$ cat src/design/ads_pkg.sv
`timescale 1ns / 1ps
`default_nettype none
// ----------------------------------------------------------------------------
// ads_pkg: shared types and constants for adaptive differential steering
// Control word format, microprogram ROM, register indexes and fixed-point
// constants.
// ----------------------------------------------------------------------------
package ads_pkg;

  // register file
  localparam int CFG_IDX_W = 3;
  localparam int CFG_DATA_W = 16;
  localparam int IMG_W = 12;

  typedef enum logic [CFG_IDX_W-1:0] {
    REG_SCORE_THR = 3'd0,
    REG_IMG_WIDTH = 3'd1,
    REG_FRAC_MIN  = 3'd2,
    REG_FRAC_MAX  = 3'd3,
    REG_SPD_NEAR  = 3'd4,
    REG_SPD_FAR   = 3'd5,
    REG_GAIN_NEAR = 3'd6,
    REG_GAIN_FAR  = 3'd7
  } reg_idx_t;

  // divider
  localparam int DIV_W = 32;
  localparam int DVS_W = 16;
  localparam int DIV_STEPS = DIV_W / 2;

  // fixed point
  localparam logic [15:0] Q15_ONE   = 16'd32768;
  localparam logic [12:0] BETA_NEAR = 13'd4915;
  localparam logic [14:0] DECAY_Q15 = 15'd27853;
  localparam logic [6:0]  POWER_MAX = 7'd100;
  localparam int FILT_W  = 24;
  localparam int ALPHA_W = 16;
  localparam int BETA_W  = 15;
  localparam int VB_W    = 22;
  localparam int GAIN_W  = 23;
  localparam int PROD_W  = 40;
  localparam int EMA_W   = 41;

  // microprogram
  localparam int STEP_W = 5;
  typedef logic [STEP_W-1:0] step_t;

  typedef enum logic [4:0] {
    OP_NOP     = 5'd0,
    OP_FRAC    = 5'd1,
    OP_ALPHA   = 5'd2,
    OP_ALPHA_Q = 5'd3,
    OP_EX      = 5'd4,
    OP_VB      = 5'd5,
    OP_GAIN    = 5'd6,
    OP_BETA    = 5'd7,
    OP_STEER   = 5'd8,
    OP_SIDE_L  = 5'd9,
    OP_SIDE_R  = 5'd10,
    OP_EMA_L1  = 5'd11,
    OP_EMA_L2  = 5'd12,
    OP_EMA_R1  = 5'd13,
    OP_EMA_R2  = 5'd14,
    OP_DECAY_L = 5'd15,
    OP_DECAY_R = 5'd16,
    OP_OUT     = 5'd17
  } op_t;

  typedef enum logic [2:0] {
    COND_NONE     = 3'd0,
    COND_ALWAYS   = 3'd1,
    COND_REJECT   = 3'd2,
    COND_DIV_BUSY = 3'd3,
    COND_NO_DIV   = 3'd4,
    COND_OUT_HELD = 3'd5
  } cond_t;

  typedef struct packed {
    op_t   op;
    cond_t cond;
    step_t target;
    logic  last;
  } ucw_t;

  localparam step_t ST_CHECK      = 5'd0;
  localparam step_t ST_FRAC       = 5'd1;
  localparam step_t ST_FRAC_WAIT  = 5'd2;
  localparam step_t ST_ALPHA      = 5'd3;
  localparam step_t ST_ALPHA_WAIT = 5'd4;
  localparam step_t ST_ALPHA_Q    = 5'd5;
  localparam step_t ST_EX         = 5'd6;
  localparam step_t ST_VB         = 5'd7;
  localparam step_t ST_GAIN       = 5'd8;
  localparam step_t ST_BETA       = 5'd9;
  localparam step_t ST_EX_WAIT    = 5'd10;
  localparam step_t ST_STEER      = 5'd11;
  localparam step_t ST_SIDE_L     = 5'd12;
  localparam step_t ST_SIDE_R     = 5'd13;
  localparam step_t ST_EMA_L1     = 5'd14;
  localparam step_t ST_EMA_L2     = 5'd15;
  localparam step_t ST_EMA_R1     = 5'd16;
  localparam step_t ST_EMA_R2     = 5'd17;
  localparam step_t ST_DECAY_L    = 5'd18;
  localparam step_t ST_DECAY_R    = 5'd19;
  localparam step_t ST_OUT        = 5'd20;

  function automatic ucw_t uw(input op_t op, input cond_t cond, input step_t target,
                              input logic last);
    ucw_t w;
    w.op = op;
    w.cond = cond;
    w.target = target;
    w.last = last;
    return w;
  endfunction

  function automatic ucw_t ucode(input step_t s);
    ucw_t w;
    unique case (s)
      ST_CHECK:      w = uw(OP_NOP,     COND_REJECT,   ST_DECAY_L,    1'b0);
      ST_FRAC:       w = uw(OP_FRAC,    COND_NONE,     ST_CHECK,      1'b0);
      ST_FRAC_WAIT:  w = uw(OP_NOP,     COND_DIV_BUSY, ST_FRAC_WAIT,  1'b0);
      ST_ALPHA:      w = uw(OP_ALPHA,   COND_NO_DIV,   ST_EX,         1'b0);
      ST_ALPHA_WAIT: w = uw(OP_NOP,     COND_DIV_BUSY, ST_ALPHA_WAIT, 1'b0);
      ST_ALPHA_Q:    w = uw(OP_ALPHA_Q, COND_NONE,     ST_CHECK,      1'b0);
      ST_EX:         w = uw(OP_EX,      COND_NONE,     ST_CHECK,      1'b0);
      ST_VB:         w = uw(OP_VB,      COND_NONE,     ST_CHECK,      1'b0);
      ST_GAIN:       w = uw(OP_GAIN,    COND_NONE,     ST_CHECK,      1'b0);
      ST_BETA:       w = uw(OP_BETA,    COND_NONE,     ST_CHECK,      1'b0);
      ST_EX_WAIT:    w = uw(OP_NOP,     COND_DIV_BUSY, ST_EX_WAIT,    1'b0);
      ST_STEER:      w = uw(OP_STEER,   COND_NONE,     ST_CHECK,      1'b0);
      ST_SIDE_L:     w = uw(OP_SIDE_L,  COND_NONE,     ST_CHECK,      1'b0);
      ST_SIDE_R:     w = uw(OP_SIDE_R,  COND_NONE,     ST_CHECK,      1'b0);
      ST_EMA_L1:     w = uw(OP_EMA_L1,  COND_NONE,     ST_CHECK,      1'b0);
      ST_EMA_L2:     w = uw(OP_EMA_L2,  COND_NONE,     ST_CHECK,      1'b0);
      ST_EMA_R1:     w = uw(OP_EMA_R1,  COND_NONE,     ST_CHECK,      1'b0);
      ST_EMA_R2:     w = uw(OP_EMA_R2,  COND_ALWAYS,   ST_OUT,        1'b0);
      ST_DECAY_L:    w = uw(OP_DECAY_L, COND_NONE,     ST_CHECK,      1'b0);
      ST_DECAY_R:    w = uw(OP_DECAY_R, COND_NONE,     ST_CHECK,      1'b0);
      ST_OUT:        w = uw(OP_OUT,     COND_OUT_HELD, ST_OUT,        1'b1);
      default:       w = uw(OP_NOP,     COND_NONE,     ST_CHECK,      1'b1);
    endcase
    return w;
  endfunction

  // filter Q8.16 -> power, rounded half up, capped
  function automatic logic [6:0] filt_out(input logic [FILT_W-1:0] f);
    logic [FILT_W:0] t;
    logic [8:0] r;
    t = (FILT_W + 1)'(f) + (FILT_W + 1)'(32768);
    r = t[FILT_W:16];
    if (r > 9'(POWER_MAX)) begin
      return POWER_MAX;
    end
    return r[6:0];
  endfunction

endpackage
`default_nettype wire

$ cat src/design/ads_div.sv
`timescale 1ns / 1ps
`default_nettype none
// ----------------------------------------------------------------------------
// ads_div: radix-4 restoring divider
// Unsigned 32 / 16 bit division, two quotient bits per cycle.
// ----------------------------------------------------------------------------
module ads_div (
  input  wire logic                      clk,
  input  wire logic                      rst_n,
  input  wire logic                      start,
  input  wire logic [ads_pkg::DIV_W-1:0] dividend,
  input  wire logic [ads_pkg::DVS_W-1:0] divisor,
  output logic                           busy,
  output logic [ads_pkg::DIV_W-1:0]      quotient
);
  import ads_pkg::*;

  localparam int CNT_W = $clog2(DIV_STEPS);

  logic             busy_r;
  logic [CNT_W-1:0] cnt_r;
  logic [DIV_W-1:0] dvd_r;
  logic [DVS_W-1:0] dvs_r;
  logic [DVS_W-1:0] rem_r;

  logic [DVS_W:0]   t1, t2;
  logic [DVS_W-1:0] r1, r2;
  logic             b1, b2;

  always_comb begin
    t1 = {rem_r, dvd_r[DIV_W-1]};
    if (t1 >= {1'b0, dvs_r}) begin
      r1 = DVS_W'(t1 - {1'b0, dvs_r});
      b1 = 1'b1;
    end else begin
      r1 = t1[DVS_W-1:0];
      b1 = 1'b0;
    end
    t2 = {r1, dvd_r[DIV_W-2]};
    if (t2 >= {1'b0, dvs_r}) begin
      r2 = DVS_W'(t2 - {1'b0, dvs_r});
      b2 = 1'b1;
    end else begin
      r2 = t2[DVS_W-1:0];
      b2 = 1'b0;
    end
  end

  always_ff @(posedge clk) begin
    if (!rst_n) begin
      busy_r <= 1'b0;
      cnt_r  <= '0;
    end else if (start) begin
      busy_r <= 1'b1;
      cnt_r  <= '0;
    end else if (busy_r) begin
      cnt_r <= cnt_r + CNT_W'(1);
      if (cnt_r == CNT_W'(DIV_STEPS - 1)) begin
        busy_r <= 1'b0;
      end
    end
  end

  // quotient bits shift in behind the dividend
  always_ff @(posedge clk) begin
    if (start) begin
      dvd_r <= dividend;
      dvs_r <= divisor;
      rem_r <= '0;
    end else if (busy_r) begin
      dvd_r <= {dvd_r[DIV_W-3:0], b1, b2};
      rem_r <= r2;
    end
  end

  assign busy     = busy_r;
  assign quotient = dvd_r;

endmodule
`default_nettype wire

$ cat config.mk
export PLATFORM = sky130hd
export DESIGN_NAME = ads_div
export DESIGN_NICKNAME = d
export VERILOG_FILES = /design/src/design/ads_pkg.sv /design/src/design/ads_div.sv
export SDC_FILE = /design/constraint.sdc
export NUM_CORES = 1
export LEC_CHECK = 0
export ABC_AREA = 1
export ABC_CLOCK_PERIOD_IN_PS = 9200
export BUFFER_PORTS_ARGS = -buffer_cell sky130_fd_sc_hd__buf_2
export CAP_MARGIN = 20
export CORE_UTILIZATION = 40
export DETAILED_ROUTE_END_ITERATION = 10
export GPL_TIMING_DRIVEN = 0
export SLEW_MARGIN = 20
export SYNTH_ARGS = -nofsm -noshare
export SYNTH_HDL_FRONTEND = slang
export SYNTH_SLANG_ARGS = --single-unit
$ cat constraint.sdc
create_clock -name clk -period 9.2 [get_ports clk]
set_input_delay 1.84 -clock clk [delete_from_list [all_inputs] [get_ports clk]]
set_output_delay 1.84 -clock clk [all_outputs]
set_load 0.05 [all_outputs]
# After elaboration in Yosys (flattened, before gate mapping)
# Cells that the tools add are included.
dict set report totals {
  register_bits 69
  latchBits 0
  ramBits 0
  mem_bits_ro 0
  input_bits 51
  output_inout_bits 33
  elab_cells 23
  mem_count 0
}
dict set report classes {
  add_sub_neg 3
  mul 0
  n_div 0
  order_cmp 2
  n_eq_ne 1
  shift 0
  muxes 9
  bitwise_logic 1
  n_reduce_logical 2
}
# cell n
set op_table {}
lappend op_table {{32-bit two-way mux} 2}
lappend op_table {{17-bit by 16-bit >= comparator with 1-bit output} 2}
lappend op_table {{16-bit two-way mux} 2}
lappend op_table {{16-bit subtractor} 2}
lappend op_table {{1-bit two-way mux} 5}
lappend op_table {{4-bit by 1-bit adder with 4-bit output (second input constant)} 1}
lappend op_table {{4-bit equality test (second input constant)} 1}
lappend op_table {{2-bit nonzero test} 1}
lappend op_table {{2-bit OR reduction} 1}
lappend op_table {{1-bit NOT} 1}

# Logic depth before layout (Yosys ltp)
# Gate-level depths: netlist of run 1.
dict set report logic_depth {
  ltp_word 6
  mapped_depth 28
  ltp_nobuf 26
}

# Worst setup path before layout of run 1
# Ideal clock, no wire load.
dict set report synth_path {
  kind {flip-flop to flip-flop}
  start {register dvd_r[31] (netlist: quotient[31])}
  end {register rem_r[11]}
  setup_time_ns 0.111
  arrival_ns 3.455
  required_time_ns 9.089
  path_slack_ns 5.633
  path_stages_with_launch 26
  path_buffers 1
  synth_period_minus_slack_ns 3.567
  cell_sequence {edfxtp_1 inv_1 ha_1 inv_1 fa_1 nand3_1 nand2_1 a21oi_1 nand2_1 nand2_1 nand2_1 o21ai_1 inv_1 ha_1 nand2_1 nor2_1 inv_1 nor3_1 nand2_1 nand2_1 nand2_2 nand4_4 buf_6 nand2_1 nand3_2 nand2_2}
}
dict set report synth_between {
  elab_chain_len 4
  elab_cells_between_ends 6
  cone_classes {2 x add/sub; 2 x order compare; 2 x mux}
}
# item line_no
set synth_lines {}
lappend synth_lines {{start: declaration} ads_div.sv:22} ;# logic [DIV_W-1:0] dvd_r;
lappend synth_lines {{start signal: assignment} ads_div.sv:67} ;# dvd_r <= dividend;
lappend synth_lines {{start signal: assignment} ads_div.sv:71} ;# dvd_r <= {dvd_r[DIV_W-3:0], b1, b2};
lappend synth_lines {{16-bit subtractor or 17-bit by 16-bit >= comparator with 1-bit output (tied branches)} {ads_div.sv:33, ads_div.sv:32}}
lappend synth_lines {{16-bit two-way mux *} ads_div.sv:32} ;# if (t1 >= {1'b0, dvs_r}) begin
lappend synth_lines {{16-bit subtractor or 17-bit by 16-bit >= comparator with 1-bit output (tied branches)} {ads_div.sv:41, ads_div.sv:40}}
lappend synth_lines {{16-bit two-way mux *} ads_div.sv:40} ;# if (t2 >= {1'b0, dvs_r}) begin
lappend synth_lines {{end signal: assignment} ads_div.sv:72} ;# rem_r <= r2;
lappend synth_lines {{end: declaration} ads_div.sv:24} ;# logic [DVS_W-1:0] rem_r;
# Every way passes the cells marked *; elsewhere a longest branch is shown, timed or not.
# A chain may end at the register's enable or synchronous reset.

# Worst setup path after layout of run 1
dict set report layout_path {
  start {register dvs_r[14]}
  end {register dvd_r[0] (netlist: quotient[0]) (data pin)}
}
dict set report layout_between {
  elab_chain_len 6
  elab_cells_between_ends 7
  cone_classes {1 x add/sub; 2 x order compare; 4 x mux}
}
# item line_no
set layout_lines {}
lappend layout_lines {{start: declaration} ads_div.sv:23} ;# logic [DVS_W-1:0] dvs_r;
lappend layout_lines {{start signal: assignment} ads_div.sv:68} ;# dvs_r <= divisor;
lappend layout_lines {{16-bit subtractor or 17-bit by 16-bit >= comparator with 1-bit output (tied branches)} {ads_div.sv:33, ads_div.sv:32}}
lappend layout_lines {{16-bit two-way mux} ads_div.sv:32}
lappend layout_lines {{17-bit by 16-bit >= comparator with 1-bit output *} ads_div.sv:40}
lappend layout_lines {{1-bit two-way mux *} ads_div.sv:40}
lappend layout_lines {{32-bit two-way mux *} ads_div.sv:70} ;# end else if (busy_r) begin
lappend layout_lines {{32-bit two-way mux *} ads_div.sv:66} ;# if (start) begin
# Every way passes the cells marked *; elsewhere a longest branch is shown, timed or not. The select of a mux whose other input is x is not followed.

==> impl_metrics.env, run 1 <==
export IMPL_synth_area_leaders="edfxtp_1 (28%), nand2_1 (19%), dfxtp_1 (8.3%), ha_1 (8.1%), inv_1 (5.9%)"
export IMPL_cpMaxStageDelayCell="edfxtp_1"
export IMPL_cts_tree="yes"
export IMPL_synthCells=666
export IMPL_syn_cell_area_um2=5074
export IMPL_synth_top_area_share_pct=28.41
export IMPL_cts_resized_gates=0
export IMPL_endpoint_kind="flip-flop"
export IMPL_r2r_start="dvs_r[14]$_DFFE_PP_"
export IMPL_wl_mm=12.75
export IMPL_postCtsSetupRepairBufs=0
export IMPL_synth_top_family_by_area="simple AND/OR/NAND/NOR gates"
export IMPL_postCtsHoldBufs=0
export IMPL_critPathMaxFanout=10
export IMPL_p_total_mw=2.450
export IMPL_cp_arrival_ns=4.10
export IMPL_synth_seq_cells=69
export IMPL_firstDrtPassIters=4
export IMPL_hold_depth=1
export IMPL_grt_pass1_vias=4491
export IMPL_grt_start_max_net_pins=34
export IMPL_rr_endpoint="quotient[0]$_DFFE_PP_"
export IMPL_root_buffer="clkbuf_16"
export IMPL_path_common_cell="a21oi_1"
export IMPL_synth_xor_area_share_pct=3.625
export IMPL_worst_ep_required_time_ns=9.26
export IMPL_cellPowerDensity_nw_per_um2=411.3
export IMPL_timing_final_crit_share_pct=43.91
export IMPL_tns_ns=0
export IMPL_synthMostInstantiatedCell="nand2_1"
export IMPL_clock_skew_ns=0.008974
export IMPL_hold_end="cnt_r[3]$_SDFFE_PP0P_"
export IMPL_slew_viol_final=0
export IMPL_maxCapViolCount=0
export IMPL_die_area_um2=13140
export IMPL_post_route_drc_count=0
export IMPL_fin_cells=933
export IMPL_antenna_found_initial=0
export IMPL_h_tree_depth=3
export IMPL_vias=4511
export IMPL_syn_nets=752
export IMPL_numCtsBuffers=9
export IMPL_async_flop_share_pct=0
export IMPL_tightestPinTransition_ns=0.6969
export IMPL_clock_sink_count=69
export IMPL_ys_flop_type="edfxtp_1"
export IMPL_r2r_slack_ns=5.16
export IMPL_crit_type="reg -> reg"
export IMPL_place_congestion=0.8871
export IMPL_grt_ovfl_total=0
export IMPL_dp_cells=917
export IMPL_post_route_util_pct=48.77
export IMPL_viasPerCell=4.835
export IMPL_ys_seq_area_share_pct=36.70
export IMPL_slew_limit_headroom_pct=53.47
export IMPL_grt_pass1_wl_mm=21.31
export IMPL_start_util_pct=41.55
export IMPL_start_kind="flip-flop"
export IMPL_holdCritStartpoint="cnt_r[3]$_SDFFE_PP0P_"
export IMPL_clk_latency_ns=0.34
export IMPL_ant_nets=0
export IMPL_syn_avg_cell_area_um2=7.618
export IMPL_portBuffers=83
export IMPL_hold_viol_final=0
export IMPL_synthTopCellsByCount="nand2_1 (256), inv_1 (80), edfxtp_1 (48)"
export IMPL_syn_to_final_growth_pct=17.39
export IMPL_core_um2=12210
export IMPL_path_clk_slew_ns=0.06
export IMPL_cpPeakStageDelay_ns=0.36
export IMPL_status="finished clean"
export IMPL_fp_dieH_um=114.6
export IMPL_num_antenna_cells=0
export IMPL_rsz0062_at_grt="no"
export IMPL_io_pins=84
export IMPL_synth_edff_count=48
export IMPL_final_setup_viol_count=0
export IMPL_cts_buffer_depth=2
export IMPL_track_usage_pct=21.13
export IMPL_die_width_um=114.6
export IMPL_drive_gt1_share_pct=20.65
export IMPL_synthSimpleGateAreaFrac_pct=34.67
export IMPL_yosys_area_top_type="edfxtp_1"
export IMPL_routedWlPerCell_um=13.67
export IMPL_drt_iter0_drc=190
export IMPL_fmax_mhz=247.5
export IMPL_rows=40
export IMPL_path_cells="inv_1, ha_1, a21oi_1, o21a_1, nand2_1, nor2_4, nand2_4, buf_6, o21ai_1, inv_1, ha_1, a21oi_1, o21ai_0, a21oi_1, nand2_1, nand2_2, clkbuf_4, a31oi_1"
export IMPL_yosysWarnings=0
export IMPL_synth_compound_area_share_pct=7.324
export IMPL_leakage_nw=3.117
export IMPL_synth_mux_area_fraction_pct=0
export IMPL_hold_class="reg -> reg"
export IMPL_period_needed_ns=4.040
export IMPL_nets=846
export IMPL_dp_hpwl_mm=10.48
export IMPL_reg2regPathDepth=18
export IMPL_synth_distinct_cells=41
export IMPL_synth_fa_ha_area_share_pct=8.927
export IMPL_vdd_drop_max_v=0.0001822
routing by layer:
metal,track usage (%),vias up,part of all wire [%]
met3,4.817,14,6.2
met2,35.96,124,47
met1,26.62,2050,45
met5,0,-,0
li1,-,2323,-
met4,6.407,0,1.3
logic make-up (layout without fill, tap and decap cells):
kind of cell	after synthesis	count (layout)
DFF	69	69
buffers and inverters	102	201
and+or+nand+nor	375	375
xor gates and xnor gates	21	21
adders and majority gates	35	35
AOI/OAI and AO/OA	64	64
critical path: cells and delay by family, from the launching register on:
family | cells | cell delay [ns]
compound gates | 7 | 1.45
fa+ha+maj | 2 | 0.65
buf+inv | 4 | 0.64
flops | 1 | 0.36
simple gates | 5 | 0.67
state kept, by name, summed over array words and instances (netlist names):
register  count
dvs_r        16
rem_r        16
cnt_r         4
busy          1
quotient     32
cell usage in the layout, fill, tap and decap left out, drive strengths merged:
cell type  count
o21bai         1
a31oi          3
a21o           2
o21a           3
inv           86
and2           3
ha            33
a21boi         1
xnor2         13
nor2          33
nand3b         3
a41oi          1
nand4          6
buf           90
nor3           4
clkinvlp       1
nand3         54
a21oi         29
xor2           8
clkbuf        22
dfxtp         21
clkinv         2
o21ai         24
fa             2
nand2        272
edfxtp        48
worst max path at each step:
stage | start | slack, ns | to | cells after the start
3_3_place_gp | start | 5.02 | quotient[14]$_DFFE_PP_ | 4
2_1_floorplan | quotient[31]$_DFFE_PP_ | 5.63 | rem_r[11]$_SDFFE_PP0P_ | 25
6_report | dvs_r[14]$_DFFE_PP_ | 5.16 | quotient[0]$_DFFE_PP_ | 18
5_1_grt | quotient[31]$_DFFE_PP_ | 4.75 | rem_r[0]$_SDFFE_PP0P_ | 25
4_1_cts | dvs_r[14]$_DFFE_PP_ | 5.18 | quotient[0]$_DFFE_PP_ | 18
3_5_place_dp | quotient[31]$_DFFE_PP_ | 5.21 | rem_r[10]$_SDFFE_PP0P_ | 25
power by group:
| group | switching [mW] | leakage [nW] | internal [mW] |
|---|---|---|---|
| logic | 1.08 | 2.34 | 0.631 |
| clock network | 0.122 | 0.121 | 0.181 |
| registers | 0.0411 | 0.657 | 0.395 |
per-stage QoR:
| step | hold slack (ns) | instance area (µm²) | setup slack (ns) |
|---|---|---|---|
| finish | 0.4487 | 5956 | 5.160 |
| CTS | 0.4472 | 5956 | 5.181 |
| floorplan | 0.4208 | 5074 | 5.633 |
| detailed placement | 0.4403 | 5699 | 5.213 |
| global route | 0.4787 | 5956 | 4.749 |
| global placement | 0.4354 | 5699 | 5.018 |
area by class of cell:
type                            instances  area [µm²]
Fill cell                            1260        6256
Multi-Input combinational cell        495        2768
Sequential cell                        69        1862
Timing Repair Buffer                   83       415.4
Inverter                               86       322.8
Clock buffer                           13       240.2
Tap cell                              168       210.2
Buffer                                 16       121.4
Clock inverter                          3       16.27
(Power assumes the default switching activity.)
==> inputs of run 2 (changes only) <==
Settings changed: ABC_CLOCK_PERIOD_IN_PS 9200 to 4100.
Clock period 9.2 ns to 4.1 ns, I/O delays scaled along.
==> run 2 against run 1 <==
  * Setup slack worse by 4.8 ns
  * Register-to-register slack got worse by 4.8 ns
  * Via count grew 0.18%
  * Clock skew about the same
  * Clock power up 120%
  * Sequential share of layout area shrank 0.43 points
  * Cell area rose by 1.4%
  * Flip-flop and latch count is the same
  * Cell count grew 0.32%
  * Critical endpoint unchanged
  * Highest routed layer unchanged
==> impl_metrics.env, run 2 (synthesized netlist as in run 1, its figures left out) <==
export IMPL_tightestPinTransition_ns=0.7049
export IMPL_mostFrequentLayoutCell="nand2_1"
export IMPL_fin_ws_ns=0.3357
export IMPL_status="finished clean"
export IMPL_die_area_um2=13140
export IMPL_hold_viol_final=0
export IMPL_rsz0062_at_grt="no"
export IMPL_grt_ovfl_total=0
export IMPL_highest_layer="met4"
export IMPL_start_kind="flip-flop"
export IMPL_cp_arrival_ns=3.83
export IMPL_track_usage_pct=21.13
export IMPL_slew_limit_headroom_pct=52.94
export IMPL_cts_tree="yes"
export IMPL_clk_latency_ns=0.34
export IMPL_rr_endpoint="quotient[0]$_DFFE_PP_"
export IMPL_path_clk_slew_ns=0.06
export IMPL_h_tree_depth=3
export IMPL_final_cell_mix="nand2_1 (253), buf_2 (83), inv_1 (79)"
export IMPL_reg2regPathDepth=22
export IMPL_ant_nets=0
export IMPL_maxCapViolCount=0
export IMPL_r2r_slack_ns=0.34
export IMPL_post_route_util_pct=49.46
export IMPL_numCtsBuffers=9
export IMPL_dp_cells=917
export IMPL_slew_viol_final=0
export IMPL_start_util_pct=41.55
export IMPL_largest_reg_flops=32
export IMPL_portBuffers=83
export IMPL_antenna_found_initial=0
export IMPL_viasPerCell=4.828
export IMPL_rows=40
export IMPL_critPathLaunch="dvs_r[8]$_DFFE_PP_"
export IMPL_fp_dieH_um=114.6
export IMPL_routedWlPerCell_um=13.72
export IMPL_crit_type="reg -> reg"
export IMPL_place_congestion=0.8871
export IMPL_postCtsHoldBufs=0
export IMPL_met2WireLength_mm=6.073
export IMPL_clock_skew_ns=0.008653
export IMPL_vdd_drop_max_v=0.0004090
export IMPL_clock_sink_count=69
export IMPL_drt_iter0_drc=196
export IMPL_drive_gt1_share_pct=22.53
export IMPL_vias=4519
export IMPL_dpl_worst_slack_ns=0.1132
export IMPL_grt_pass1_vias=4491
export IMPL_timing_final_crit_share_pct=91.81
export IMPL_hold_class="reg -> reg"
export IMPL_grt_pass1_wl_mm=21.31
export IMPL_cellPowerDensity_nw_per_um2=937.4
export IMPL_final_setup_viol_count=0
export IMPL_route_met3_wl_um=795
export IMPL_post_route_drc_count=0
export IMPL_syn_to_final_growth_pct=19.04
export IMPL_num_antenna_cells=0
export IMPL_wl_mm=12.85
export IMPL_grt_start_max_net_pins=34
export IMPL_nets=849
export IMPL_endpoint="quotient[0]$_DFFE_PP_"
export IMPL_dp_hpwl_mm=10.48
export IMPL_tns_ns=0
export IMPL_leakage_nw=3.143
export IMPL_r2r_start="dvs_r[8]$_DFFE_PP_"
export IMPL_io_pins=84
export IMPL_cts_buffer_depth=2
export IMPL_critPathMaxFanout=10
export IMPL_core_um2=12210
export IMPL_fmax_mhz=265.7
export IMPL_period_needed_ns=3.764
export IMPL_die_width_um=114.6
export IMPL_worst_ep_required_time_ns=4.17
export IMPL_met1Wirelength_mm=5.810
export IMPL_endpoint_kind="flip-flop"
export IMPL_fin_cells=936
export IMPL_root_buffer="clkbuf_16"
export IMPL_firstDrtPassIters=4
run 2: changes by cell type in the layout (fill, tap and decap cells not counted), moves of 2 or more:
cell     change
a21oi_2      +4
o21ai_2      +2
buf_4        +3
o21ai_1      -3
nand2_1      -3
nand2_2      +2
a21oi_1      -4
run 2: cell type report:
cell class / count / area, µm²
plain buffers: 16 / 121.4
clock buffers: 13 / 240.2
clock inverters: 3 / 16.27
fillers: 1254 / 6172
inverters: 86 / 322.8
multi-input cells: 495 / 2829
flip-flops and latches: 69 / 1862
well taps: 168 / 210.2
repair buffers: 86 / 437.9
run 2: worst min path at each step:
stage | to | start | cells after the start
5_1_grt | cnt_r[3]$_SDFFE_PP0P_ | cnt_r[3]$_SDFFE_PP0P_ | 1
3_3_place_gp | cnt_r[3]$_SDFFE_PP0P_ | cnt_r[3]$_SDFFE_PP0P_ | 1
6_report | cnt_r[3]$_SDFFE_PP0P_ | cnt_r[3]$_SDFFE_PP0P_ | 1
4_1_cts | cnt_r[3]$_SDFFE_PP0P_ | cnt_r[3]$_SDFFE_PP0P_ | 1
2_1_floorplan | cnt_r[3]$_SDFFE_PP0P_ | cnt_r[3]$_SDFFE_PP0P_ | 1
3_5_place_dp | cnt_r[3]$_SDFFE_PP0P_ | cnt_r[3]$_SDFFE_PP0P_ | 1
run 2: layer usage:
| metal | up-vias | global-route usage (%) |
|---|---|---|
| met3 | 13 | 4.817 |
| met4 | 0 | 6.407 |
| met2 | 124 | 35.96 |
| li1 | 2328 | - |
| met1 | 2054 | 26.62 |
| met5 | - | 0 |
run 2: repair_timing:
action,4_1_cts,5_1_grt
setup buffers,0,3
endpoints found under the hold margin,0,0
setup endpoints to repair,0,17
resized for setup,0,14
run 2: stage by stage:
stage                     total power [mW]  instance area (µm²)  hold WS (ns)
after detailed placement             4.807                 5699        0.4403
after global placement               4.751                 5699        0.4354
final                                5.662                 6040        0.4485
after global routing                 6.127                 6040        0.4787
after floorplan                      4.025                 5074        0.4208
after CTS                            5.513                 5956        0.4472
run 2: report_power, final:
group          leakage, nW  internal [mW]  switching (mW)
Combinational         2.36           1.51            2.49
Sequential           0.657          0.887          0.0974
Clock                0.121          0.406           0.272
Total                 3.14           2.80            2.86
run 2: worst max-delay path: stages, from the launching register on:
cell and delay (ns):
edfxtp_1 0.32, inv_1 0.08, ha_1 0.38, nand2_1 0.13, nor2_2 0.15, nand3_1 0.10
nand3_2 0.13, nand3_4 0.11, nand2_4 0.12, buf_6 0.17, nand2_1 0.07, o21ai_1 0.12
inv_1 0.07, ha_1 0.35, a21oi_1 0.20, nand2_2 0.12, nand3_1 0.09, nand2_1 0.10
nand2_1 0.09, nand2_2 0.09, nand2_4 0.13, clkbuf_4 0.25, a31oi_1 0.13
==> inputs of run 3 (changes only) <==
Settings changed: CORE_UTILIZATION 40 to 35, MAX_ROUTING_LAYER set to met4.
==> run 3 against run 2 <==
  * Cell count grew 1.5%
  * Largest cell class unchanged
  * Critical path depth grew 3
  * Highest routed layer unchanged
  * Sequential share of layout area shrank 0.25 points
  * Core utilization shrank 5.9 points
  * Combinational power is essentially flat
  * Flip-flop and latch count is the same
  * Via count shrank 1.2%
  * Critical endpoint is now rem_r[7]$_SDFFE_PP0P_
  * Setup slack lost 0.051 ns
  * Maximum frequency shrank 1.3%
  * Count of clock-buffer cells in the layout shrank 1
  * Sequential power is essentially flat
==> impl_metrics.env, run 3 (synthesized netlist as in run 1, its figures left out) <==
export IMPL_grt_pass1_vias=4327
export IMPL_largest_reg_flops=32
export IMPL_met2WireLength_mm=6.137
export IMPL_dp_hpwl_mm=10.48
export IMPL_path_clk_slew_ns=0.06
export IMPL_io_pins=84
export IMPL_syn_to_final_growth_pct=20.02
export IMPL_die_width_um=122.4
export IMPL_period_needed_ns=3.815
export IMPL_final_setup_viol_count=0
export IMPL_ant_nets=0
export IMPL_final_fill_count=1479
export IMPL_critPathLaunch="quotient[31]$_DFFE_PP_"
export IMPL_worst_ep_required_time_ns=4.33
export IMPL_numCtsBuffers=9
export IMPL_tns_ns=0
export IMPL_r2r_start="quotient[31]$_DFFE_PP_"
export IMPL_drive_gt1_share_pct=22.99
export IMPL_slew_viol_final=0
export IMPL_post_route_drc_count=0
export IMPL_place_congestion=0.8687
export IMPL_wl_mm=12.86
export IMPL_portBuffers=83
export IMPL_rsz0062_at_grt="no"
export IMPL_cp_arrival_ns=4.04
export IMPL_hold_class="reg -> reg"
export IMPL_post_dp_cell_area_um2=5714
export IMPL_num_antenna_cells=0
export IMPL_seqCellArea_um2=1862
export IMPL_cellPowerDensity_nw_per_um2=939.6
export IMPL_crit_type="reg -> reg"
export IMPL_grt_ovfl_total=0
export IMPL_leakage_nw=3.155
export IMPL_endpoint="rem_r[7]$_SDFFE_PP0P_"
export IMPL_h_tree_depth=3
export IMPL_reg2regPathDepth=25
export IMPL_clk_latency_ns=0.34
export IMPL_antenna_found_initial=0
export IMPL_highest_layer="met4"
export IMPL_rr_endpoint="rem_r[7]$_SDFFE_PP0P_"
export IMPL_drt_iter0_drc=161
export IMPL_clock_sink_count=69
export IMPL_grt_pass1_wl_mm=20.74
export IMPL_met1Wirelength_mm=5.891
export IMPL_tightestPinTransition_ns=0.6957
export IMPL_vdd_drop_max_v=0.0003352
export IMPL_core_um2=13990
export IMPL_viasPerCell=4.700
export IMPL_r2r_slack_ns=0.29
export IMPL_final_cell_mix="nand2_1 (254), buf_2 (83), inv_1 (79)"
export IMPL_start_util_pct=36.27
export IMPL_hold_viol_final=0
export IMPL_root_buffer="clkbuf_16"
export IMPL_cts_tree="yes"
export IMPL_track_usage_pct=18.56
export IMPL_rows=43
export IMPL_fp_dieH_um=122.4
export IMPL_vias=4465
export IMPL_grt_start_max_net_pins=34
export IMPL_slew_limit_headroom_pct=53.55
export IMPL_timing_final_crit_share_pct=93.04
export IMPL_critPathMaxFanout=10
export IMPL_route_met3_wl_um=672
export IMPL_nets=851
export IMPL_final_area_um2=6090
export IMPL_postCtsHoldBufs=0
export IMPL_fmax_mhz=262.1
export IMPL_routedWlPerCell_um=13.53
export IMPL_clock_skew_ns=0.007905
export IMPL_maxCapViolCount=0
export IMPL_multi_input_area_um2=2819
export IMPL_firstDrtPassIters=4
export IMPL_die_area_um2=14980
export IMPL_mostFrequentLayoutCell="nand2_1"
export IMPL_endpoint_kind="flip-flop"
export IMPL_start_kind="flip-flop"
export IMPL_cts_buffer_depth=2
export IMPL_status="finished clean"
==> run 3: stage by stage <==
stage                     cells  power (mW)  hold WS [ns]  util, %  setup WS [ns]
after floorplan             666       4.025        0.4208        -         0.5332
after global placement      929       4.785        0.4460    40.85         0.1412
after detailed placement    929       4.801        0.4389    40.85         0.1124
after CTS                   945       5.584        0.4546    42.90        0.09894
after global routing        950       6.209        0.4713    43.53       0.009353
final                       950       5.722        0.4560    43.53         0.2852
==> run 3: worst min path at each step <==
stage                               start               endpoint  cells after the start
floorplan           cnt_r[3]$_SDFFE_PP0P_  cnt_r[3]$_SDFFE_PP0P_                      1
global placement    cnt_r[3]$_SDFFE_PP0P_  cnt_r[3]$_SDFFE_PP0P_                      1
detailed placement  cnt_r[3]$_SDFFE_PP0P_  cnt_r[3]$_SDFFE_PP0P_                      1
CTS                 cnt_r[3]$_SDFFE_PP0P_  cnt_r[3]$_SDFFE_PP0P_                      1
global route        cnt_r[3]$_SDFFE_PP0P_  cnt_r[3]$_SDFFE_PP0P_                      1
finish              cnt_r[3]$_SDFFE_PP0P_  cnt_r[3]$_SDFFE_PP0P_                      1
==> run 3: layout make-up <==
type	instances	area share, %
Buffer	16	1.993
Clock buffer	12	3.883
Clock inverter	4	0.8219
Inverter	86	5.301
Multi-Input combinational cell	495	46.29
Sequential cell	69	30.57
Tap cell	180	3.698
Timing Repair Buffer	88	7.438
==> run 3: timing repair <==
item | in CTS | in global routing
resized for setup | 0 | 13
endpoints found under the setup margin | 0 | 17
buffers inserted | 0 | 5
==> run 3: power breakdown <==
group	internal (mW)	total [mW]	switching, mW
combinational	1.51	3.98	2.47
sequential	0.886	0.984	0.0978
clock	0.470	0.760	0.290
==> run 3: worst max-delay path, stage by stage, from the launching register on <==
cell and delay [ns]:
edfxtp_1 0.45, inv_1 0.09, ha_1 0.14, inv_1 0.08, fa_1 0.46, nand3_1 0.11
nand2_1 0.15, a21oi_2 0.21, nand2_1 0.06, nand2_1 0.06, nand2_1 0.04, o21ai_1 0.13
inv_1 0.07, ha_1 0.35, nand2_1 0.12, nor2_2 0.15, inv_1 0.06, nor3_1 0.13
nand2_1 0.09, nand2_2 0.11, nand2_4 0.10, nand4_4 0.16, buf_6 0.16, nand2_1 0.07
nand3_2 0.09, nand2_2 0.04
==> run 3: routing by layer <==
metal  up-vias  track usage, %
li1       2335               -
met1      2003           22.96
met2       114           31.36
met3        13           2.695
met4         0           5.259
met5         -               -
